`config.mk`:
```
export PLATFORM = sky130hd
export DESIGN_NAME = avt_merge
export DESIGN_NICKNAME = d
export VERILOG_FILES = /design/src/hw/rtl/avt_pkg.sv /design/src/hw/rtl/avt_merge.sv
export SDC_FILE = /design/constraint.sdc
export NUM_CORES = 1
export LEC_CHECK = 0
export BUFFER_PORTS_ARGS = -buffer_cell sky130_fd_sc_hd__buf_2
export CAP_MARGIN = 40
export CORE_AREA = 5 5 151 153
export CTS_BUF_LIST = sky130_fd_sc_hd__clkbuf_8
export DETAILED_ROUTE_END_ITERATION = 12
export DIE_AREA = 0 0 156 158
export GPL_TIMING_DRIVEN = 0
export HOLD_SLACK_MARGIN = 0.08
export PLACE_DENSITY = 0.55
export SLEW_MARGIN = 20
export SYNTH_ARGS = -nofsm -noshare
export SYNTH_HDL_FRONTEND = slang
export SYNTH_SLANG_ARGS = --single-unit
```
`constraint.sdc`:
```
create_clock -name clk -period 2.71 [get_ports clk]
set_input_delay 0.1355 -clock clk [delete_from_list [all_inputs] [get_ports clk]]
set_output_delay 0.1355 -clock clk [all_outputs]
set_load 0.01 [all_outputs]
```
`src/hw/rtl/avt_pkg.sv`:
```
// ----------------------------------------------------------------------------
// avt_pkg
// widths, codes and helpers for the 4x4 affine vector transform
// ----------------------------------------------------------------------------
package avt_pkg;

	// element and datapath widths
	localparam int ELEM_W        = 32;
	localparam int NUM_LANES     = 4;
	localparam int PROD_W        = 2 * ELEM_W;
	localparam int PAIR_W        = PROD_W + 1;
	localparam int SUM_W         = PROD_W + 2;
	localparam int VEC_W         = NUM_LANES * ELEM_W;
	localparam int LANE_W        = NUM_LANES - 1;
	localparam int FRAC_BITS_DEF = 16;

	// configuration port
	localparam int NUM_REGS = 8;
	localparam int CFG_W    = 2 * ELEM_W;
	localparam int IDX_W    = $clog2(NUM_REGS);

	// stream sideband widths
	localparam int S_USER_W = 3;
	localparam int M_USER_W = 1;

	// register indexes
	localparam logic [IDX_W-1:0] REG_ROW1_COLS12 = IDX_W'(0);
	localparam logic [IDX_W-1:0] REG_ROW1_COLS34 = IDX_W'(1);
	localparam logic [IDX_W-1:0] REG_ROW2_COLS12 = IDX_W'(2);
	localparam logic [IDX_W-1:0] REG_ROW2_COLS34 = IDX_W'(3);
	localparam logic [IDX_W-1:0] REG_ROW3_COLS12 = IDX_W'(4);
	localparam logic [IDX_W-1:0] REG_ROW3_COLS34 = IDX_W'(5);
	localparam logic [IDX_W-1:0] REG_ROW4_COLS12 = IDX_W'(6);
	localparam logic [IDX_W-1:0] REG_ROW4_COLS34 = IDX_W'(7);

	// item kinds; the unused code behaves as a full vector
	localparam logic [1:0] KIND_VECTOR    = 2'd0;
	localparam logic [1:0] KIND_POINT     = 2'd1;
	localparam logic [1:0] KIND_DIRECTION = 2'd2;

	typedef logic signed [ELEM_W-1:0] elem_t;
	typedef logic signed [PROD_W-1:0] prod_t;
	typedef logic signed [PAIR_W-1:0] pair_t;
	typedef logic signed [SUM_W-1:0]  sum_t;

	// per-stage load enables for the lanes
	typedef struct packed {
		logic en_s2;
		logic en_s3;
		logic en_s4;
	} lane_ctl_t;

	// reset word of a matrix register: identity matrix
	function automatic logic [CFG_W-1:0] cfg_reset_word(input logic [IDX_W-1:0] idx,
			input int frac);
		logic [CFG_W-1:0] one;
		logic [CFG_W-1:0] w;
		one = CFG_W'(1) << frac;
		case (idx)
			REG_ROW1_COLS12, REG_ROW3_COLS34: w = one;
			REG_ROW2_COLS12, REG_ROW4_COLS34: w = one << ELEM_W;
			REG_ROW1_COLS34, REG_ROW2_COLS34,
			REG_ROW3_COLS12, REG_ROW4_COLS12: w = '0;
			default: w = '0;
		endcase
		return w;
	endfunction

endpackage

```
`src/hw/rtl/avt_merge.sv`:
```
// ----------------------------------------------------------------------------
// avt_merge
// floor shift, saturation and direction handling across lanes, output register
// ----------------------------------------------------------------------------
module avt_merge #(
	parameter int FRAC_BITS = avt_pkg::FRAC_BITS_DEF
) (
	input  logic                      clk,
	input  logic                      load,
	input  logic                      dir_s4,
	input  avt_pkg::sum_t             sum_s4 [avt_pkg::NUM_LANES],
	output logic [avt_pkg::VEC_W-1:0] data_s5,
	output logic                      sat_s5
);
	import avt_pkg::*;

	sum_t                 shf [NUM_LANES];
	elem_t                res [NUM_LANES];
	logic [NUM_LANES-1:0] clip;

	// shift back to fixed point, clip to the element range
	always_comb begin
		for (int i = 0; i < NUM_LANES; i++) begin
			shf[i]  = sum_s4[i] >>> FRAC_BITS;
			clip[i] = (|shf[i][SUM_W-1:ELEM_W-1]) && !(&shf[i][SUM_W-1:ELEM_W-1]);
			if (clip[i]) begin
				res[i] = shf[i][SUM_W-1] ? {1'b1, {(ELEM_W-1){1'b0}}}
				                         : {1'b0, {(ELEM_W-1){1'b1}}};
			end else begin
				res[i] = shf[i][ELEM_W-1:0];
			end
		end
		// direction: w is forced to zero and never counts as clipped
		if (dir_s4) begin
			res[LANE_W]  = '0;
			clip[LANE_W] = 1'b0;
		end
	end

	// output register
	always_ff @(posedge clk) begin
		if (load) begin
			for (int i = 0; i < NUM_LANES; i++) begin
				data_s5[i*ELEM_W +: ELEM_W] <= res[i];
			end
			sat_s5 <= |clip;
		end
	end

endmodule

```
## Word-level counts from Yosys, hierarchy flattened

Cells that the tools add are included.

| storage, ports and cells | value |
|---|---|
| flip-flop bits (word level) | 129 |
| output and inout bits | 129 |

| cells by class | value |
|---|---|
| multiplexer cells | 9 |
| reduce and logical (&&, ||, !) cells | 17 |

Operators by type and width:

| operator | number |
|---|---|
| two-way mux 32 bit | 8 |
| AND reduction 19 bit | 4 |
| OR reduction 19 bit | 4 |
| logical AND 1 bit | 4 |
| logical NOT 1 bit | 4 |
| OR reduction 4 bit | 1 |
| two-way mux 1 bit | 1 |

## Longest topological paths before layout

Gate-level depths: netlist of run 1.

| logic depth | value |
|---|---|
| depth in word-level cells | 5 |
| gate-level depth with buffers | 7 |

## Worst setup path after synthesis of run 1

OpenSTA, ideal clock, no wires.

| path | value |
|---|---|
| path kind | input -> register |
| start | input port sum_s4[52] (netlist bit) |
| end | register data_s5[100] (netlist bit) (data pin) |
| setup time | 0.270 ns |
| data arrival time | 1.242 ns |
| data required time | 2.440 ns |
| slack | 1.198 ns |
| stages | 7 |
| buffers on the path | 2 |
| cells stage by stage | nor4_1 -> nand4_1 -> nor4_4 -> or3_1 -> buf_4 -> buf_6 -> a21oi_1 |

| on the way | value |
|---|---|
| longest elaborated chain between the ends | 4 |
| elaborated cells on any way between the ends | 5 |
| those cells by class | 1 x mux; 4 x reduce/logical |

RTL lines:

| item | line | RTL |
|---|---|---|
| start, declared | avt_merge.sv:11 | `input avt_pkg::sum_t sum_s4 [avt_pkg::NUM_LANES],` |
| AND reduction 19 bit | avt_merge.sv:25 | `clip[i] = (\|shf[i][SUM_W-1:ELEM_W-1]) && !(&shf[i][SUM_W-1:ELEM_W-1]);` |
| logical NOT 1 bit | avt_merge.sv:25 |  |
| logical AND 1 bit * | avt_merge.sv:25 |  |
| two-way mux 32 bit * | avt_merge.sv:26 | `if (clip[i]) begin` |
| end signal, assigned by index | avt_merge.sv:44 | `data_s5[i*ELEM_W +: ELEM_W] <= res[i];` |
| end, declared | avt_merge.sv:12 | `output logic [avt_pkg::VEC_W-1:0] data_s5,` |

Mark *: on every way between the ends. The rest lies on a longest branch, timed or not.
A chain may end at the register's enable or synchronous reset.

==> impl_metrics.env, run 1 <==
export IMPL_crit_arrival_ps=2120
export IMPL_drive_above_1_share_pct=44.9
export IMPL_crit_path_start_kind="input port"
export IMPL_tritoncts="built"
export IMPL_syn_instance_count=380
export IMPL_grt_max_degree=66
export IMPL_area_growth_pct=65.6
export IMPL_period_minus_slack_ps=1940
export IMPL_instances_no_fill=1144
export IMPL_core_area_um2=21400
export IMPL_placed_area_um2=7530
export IMPL_nets=1118
export IMPL_worst_hold_path_type="input port to flop"
export IMPL_crit_fanout=10
export IMPL_dr_total_vias=5179
export IMPL_hpwlAfterDp_um=13200
export IMPL_ant_nets=0
export IMPL_syn_nets=647
export IMPL_finalCritPeriodShare_pct=71.6
export IMPL_p_per_area_nw_per_um2=513
export IMPL_timing_hold_ws_ps=124
export IMPL_slowest_delay_ps=550
export IMPL_layout_commonest_cell="buf_2"
export IMPL_dp_cells=991
export IMPL_yosys_warnings=0
export IMPL_grt_pass1_vias=5307
export IMPL_worstMarginPinSlew_ps=602
export IMPL_p_total_uw=4670
export IMPL_globalplace_congestion=0.816
export IMPL_p_leak_uw=0.00418
export IMPL_critPathTopFamily="buffers and inverters"
export IMPL_drt_iter0_markers=248
export IMPL_antenna_cells=0
export IMPL_cts_buffers=17
export IMPL_synth_seq_cells=129
export IMPL_worstSetupPathType="input port to flop"
export IMPL_grt_overflow_total=0
export IMPL_syn_area_um2=5490
export IMPL_initial_core_util_pct=25.7
export IMPL_dr_pass1_iters=4
export IMPL_path_buf_inv=3
export IMPL_post_cts_setup_buffers=0
export IMPL_antenna_found_initial=1
export IMPL_clk_path_buf_depth=2
export IMPL_synth_largest_area_cell="edfxtp_1"
export IMPL_cts_root_buf="clkbuf_8"
export IMPL_grt_pass1_wl_um=27600
export IMPL_grt_usage_pct=14.2
export IMPL_crit_path_top_delay_cell="dlygate4sd3_1"
export IMPL_synth_cell_types=20
export IMPL_vdd_drop_max_uv=239
export IMPL_yosysTopAreaCellShare_pct=70.5
export IMPL_hold_path_depth=3
export IMPL_design_area_um2=9100
export IMPL_nFillCells=2080
export IMPL_hold_buffers=121
export IMPL_drc=0
export IMPL_drv_slew=0
export IMPL_portBuffers=330
export IMPL_layout_common_cells="340 x buf_2, 129 x edfxtp_1, 121 x dlygate4sd3_1, 93 x a21o_1"
export IMPL_cp_cell_sequence="dlygate4sd3_1 -> buf_2 -> nor4_1 -> nand4_1 -> nor4_2 -> a311oi_1 -> clkbuf_1 -> a21o_1"
export IMPL_fp_dieArea_um2=24600
export IMPL_setup_worst_path_end_class="flop"
export IMPL_die_h_um=158
export IMPL_critPathRequiredTime_ps=2890
export IMPL_synth_area_leaders="edfxtp_1 71%, a21o_1 13%, a21oi_1 2.8%, o21ai_0 2.8%, nand4_1 2.4%"
export IMPL_htreeDepth=4
export IMPL_routed_via_density=4.53
export IMPL_cts_resized=0
export IMPL_rsz0062_at_grt="false"
export IMPL_wl_per_cell_um=16.3
export IMPL_syn_avg_cell_area_um2=14.5
export IMPL_die_x_um=156
export IMPL_cp_num_cells=8
export IMPL_clkTransAtPathRegs_ps=80
export IMPL_yosysSeqAreaShare_pct=70.5
export IMPL_cap_viol_max_count=0
export IMPL_pin_count=396
export IMPL_maxSlewHeadroom_pct=59.6
export IMPL_rows=54
export IMPL_setup_tns_ps=0
export IMPL_postRouteWirelength_um=18600
export IMPL_status="completed"
export IMPL_finalSetupViolCount=0
export IMPL_clkSinkCount=129
export IMPL_max_clock_freq_mhz=516
export IMPL_hold_viol=0
-- through the flow --
stage	utilization [%]	setup WS (ps)
6_report	42.5	770
5_1_grt	42.5	570
4_1_cts	42.5	782
3_5_place_dp	35.2	728
3_3_place_gp	35.0	-108
2_1_floorplan	-	1200
-- logic make-up (layout without fill, tap and decap cells) --
logic type             count (synthesis)  count (layout)  share of synthesized area [%]
AOI/OAI and AO/OA                    161             161                           19.3
buffers and inverters                 35             519                           3.53
DFF                                  129             129                           70.5
and+or+nand+nor                       55              55                           6.65
-- power by group --
part	switching, µW	internal (µW)	total, µW
Sequential	36.3	2370	2400
Clock	814	714	1530
Combinational	350	385	735
Total	1200	3470	4670
-- cell usage after synthesis --
| cell type | number |
|---|---|
| edfxtp_1 | 129 |
| a21o_1 | 93 |
| a21oi_1 | 31 |
| o21ai_0 | 31 |
| nand4_1 | 21 |
| nor4_1 | 18 |
| clkbuf_1 | 13 |
| buf_2 | 11 |
| buf_4 | 7 |
| nor2_1 | 6 |
| a311oi_1 | 3 |
| a31o_2 | 3 |
| and3_1 | 3 |
| buf_6 | 3 |
| nor4_2 | 2 |
| or3_1 | 2 |
| and4_1 | 1 |
| buf_1 | 1 |
| nor3b_2 | 1 |
| nor4_4 | 1 |
-- worst paths after layout --
kind | start | endpoint
setup / recovery | sum_s4[131] | data_s5[92]$_DFFE_PP_
hold / removal | sum_s4[39] | data_s5[119]$_SDFFCE_PP0P_
-- registers in the layout, indices dropped and copies added (netlist names) --
signal	count
data_s5	128
sat_s5	1
-- metal layers --
metal | vias to the layer above | track usage [%] | share of wire [%] | routed length [µm]
met2 | 228 | 25.0 | 51 | 9560
met5 | - | 0 | 0.086 | 16
met1 | 2451 | 15.8 | 38 | 7100
met4 | 2 | 6.34 | 2.7 | 499
li1 | 2465 | - | - | -
met3 | 33 | 4.46 | 7.8 | 1460
-- cell type report --
cell class | count | area [µm²] | share of cell area [%]
repair buffers | 452 | 2900 | 31.9
plain buffers | 35 | 194 | 2.13
clock inverters | 15 | 118 | 1.29
well taps | 280 | 350 | 3.85
clock buffers | 17 | 234 | 2.57
flip-flops and latches | 129 | 3870 | 42.6
multi-input cells | 216 | 1430 | 15.7
-- worst min-delay path, stage by stage --
cell	delay, ps
buf_2	110
o21ai_0	60
a21oi_1	60
No activity file was read; power rests on OpenSTA's default activity.
==> run 2, diff against run 1 <==
- CORE_AREA: 5 5 151 153 -> 5 5 150 152
- DIE_AREA: 0 0 156 158 -> 0 0 155 157
- PLACE_DENSITY: 0.55 -> 0.58
- clock period: 2.71 -> 1.75 ns (I/O delays scaled with it)
==> run 2 against run 1 <==
Against the previous run:
- routed wire length fell by 1.2%
- via count is 0.25% lower
- critical path depth unchanged
- sequential power is 55% higher
- final area up 0.87%
- highest routed layer is now met4
- non-clock buffer count is 7 higher
- largest cell class unchanged
- global-route usage grew 0.18 points
- combinational power is 56% higher
- first-iteration DRC count fell by 13%
- die area shrank 1.3%
==> impl_metrics.env, run 2 (synthesis gave the netlist of run 1 again) <==
export IMPL_status="completed"
export IMPL_routed_via_density=4.51
export IMPL_period_minus_slack_ps=1440
export IMPL_crit_path_top_delay_cell="nor4_4"
export IMPL_dr_total_vias=5166
export IMPL_drt_iter0_markers=216
export IMPL_antenna_cells=0
export IMPL_clk_path_buf_depth=2
export IMPL_grt_usage_pct=14.4
export IMPL_clkTransAtPathRegs_ps=80
export IMPL_area_growth_pct=67.0
export IMPL_crit_fanout=10
export IMPL_worstSetupPathType="input port to flop"
export IMPL_worstMarginPinSlew_ps=521
export IMPL_p_total_uw=7300
export IMPL_drc=0
export IMPL_clkSinkCount=129
export IMPL_max_clock_freq_mhz=693
export IMPL_finalSetupViolCount=0
export IMPL_htreeDepth=4
export IMPL_rows=53
export IMPL_cp_cell_sequence="buf_2 -> nor4_1 -> nand4_1 -> nor4_4 -> or3_1 -> buf_4 -> buf_6 -> a21oi_1"
export IMPL_cts_resized=0
export IMPL_regMostFlops="data_s5"
export IMPL_post_cts_setup_buffers=0
export IMPL_postRouteWirelength_um=18400
export IMPL_pin_count=396
export IMPL_fp_dieArea_um2=24300
export IMPL_die_x_um=155
export IMPL_setup_worst_path_end_class="flop"
export IMPL_cts_buffers=17
export IMPL_maxSlewHeadroom_pct=65.0
export IMPL_globalplace_congestion=0.822
export IMPL_rsz0062_at_grt="false"
export IMPL_largest_reg_flops=128
export IMPL_die_h_um=157
export IMPL_hpwlAfterDp_um=13100
export IMPL_hold_viol=0
export IMPL_portBuffers=330
export IMPL_nFillCells=1987
export IMPL_crit_arrival_ps=1600
export IMPL_cap_viol_max_count=0
export IMPL_hold_buffers=128
export IMPL_core_area_um2=20900
export IMPL_grt_pass1_vias=5420
export IMPL_ant_nets=0
export IMPL_vdd_drop_max_uv=387
export IMPL_initial_core_util_pct=26.3
export IMPL_drv_slew=0
export IMPL_crit_path_start_kind="input port"
export IMPL_cts_root_buf="clkbuf_8"
export IMPL_worst_hold_path_type="input port to flop"
export IMPL_critPathRequiredTime_ps=1900
export IMPL_drive_above_1_share_pct=44.5
export IMPL_wl_per_cell_um=16.1
export IMPL_reg_top3="data_s5 x128, sat_s5 x1"
export IMPL_finalCritPeriodShare_pct=82.5
export IMPL_grt_overflow_total=0
export IMPL_p_per_area_nw_per_um2=796
export IMPL_grt_max_degree=88
export IMPL_slowest_delay_ps=340
export IMPL_layout_common_cells="340 x buf_2, 129 x edfxtp_1, 128 x dlygate4sd3_1, 93 x a21o_1"
export IMPL_antenna_found_initial=0
export IMPL_nets=1125
export IMPL_dr_pass1_iters=4
export IMPL_setup_tns_ps=0
export IMPL_grt_pass1_wl_um=27700
export IMPL_p_leak_uw=0.00421
export IMPL_layout_commonest_cell="buf_2"
export IMPL_tritoncts="built"
## run 2: routing by layer
layer	up-vias	track usage [%]	wire length [µm]
met5	-	0	0
met4	0	5.72	454
met3	36	5.20	1610
met2	230	25.0	9300
met1	2429	16.2	7050
li1	2471	-	-
## run 2: cell type report
type / count / area (µm²) / share of cell area (%)
tap: 275 / 344 / 3.75
multi-input combinational: 216 / 1430 / 15.5
clock buffer: 17 / 234 / 2.55
clock inverter: 15 / 133 / 1.45
sequential: 129 / 3870 / 42.2
timing repair buffer: 459 / 2970 / 32.4
buffer: 35 / 194 / 2.11
## run 2: report_power, final
| part | leakage, µW | internal, µW | switching [µW] | total [µW] |
|---|---|---|---|---|
| Clock | 0.000173 | 1130 | 1300 | 2430 |
| Combinational | 0.00278 | 607 | 539 | 1150 |
| Sequential | 0.00126 | 3670 | 56.5 | 3720 |
## run 2: path summary, 6_finish.rpt
check | start | endpoint | slack [ps] | cells past startpoint
min | dir_s4 | data_s5[127]$_SDFFCE_PP0P_ | 140 | 2
max | sum_s4[52] | data_s5[118]$_SDFFCE_PP0P_ | 310 | 8
## run 2: critical path: cells and delay by family
kind | cells | cell delay [ps]
AND/OR/NAND/NOR | 4 | 1050
AO/OA/AOI/OAI | 1 | 80
buffers and inverters | 3 | 390
## run 2: stage by stage
stage               cell area, µm²  setup slack [ps]  util [%]  std cells  hold slack [ps]
floorplan                     5490               286         -        380              200
global placement              7490             -1010      35.9        985              356
detailed placement            7530              -127      36.0        986              360
CTS                           9180               341      43.9       1146              109
global route                  9180               128      43.9       1146              124
finish                        9180               306      43.9       1146              136
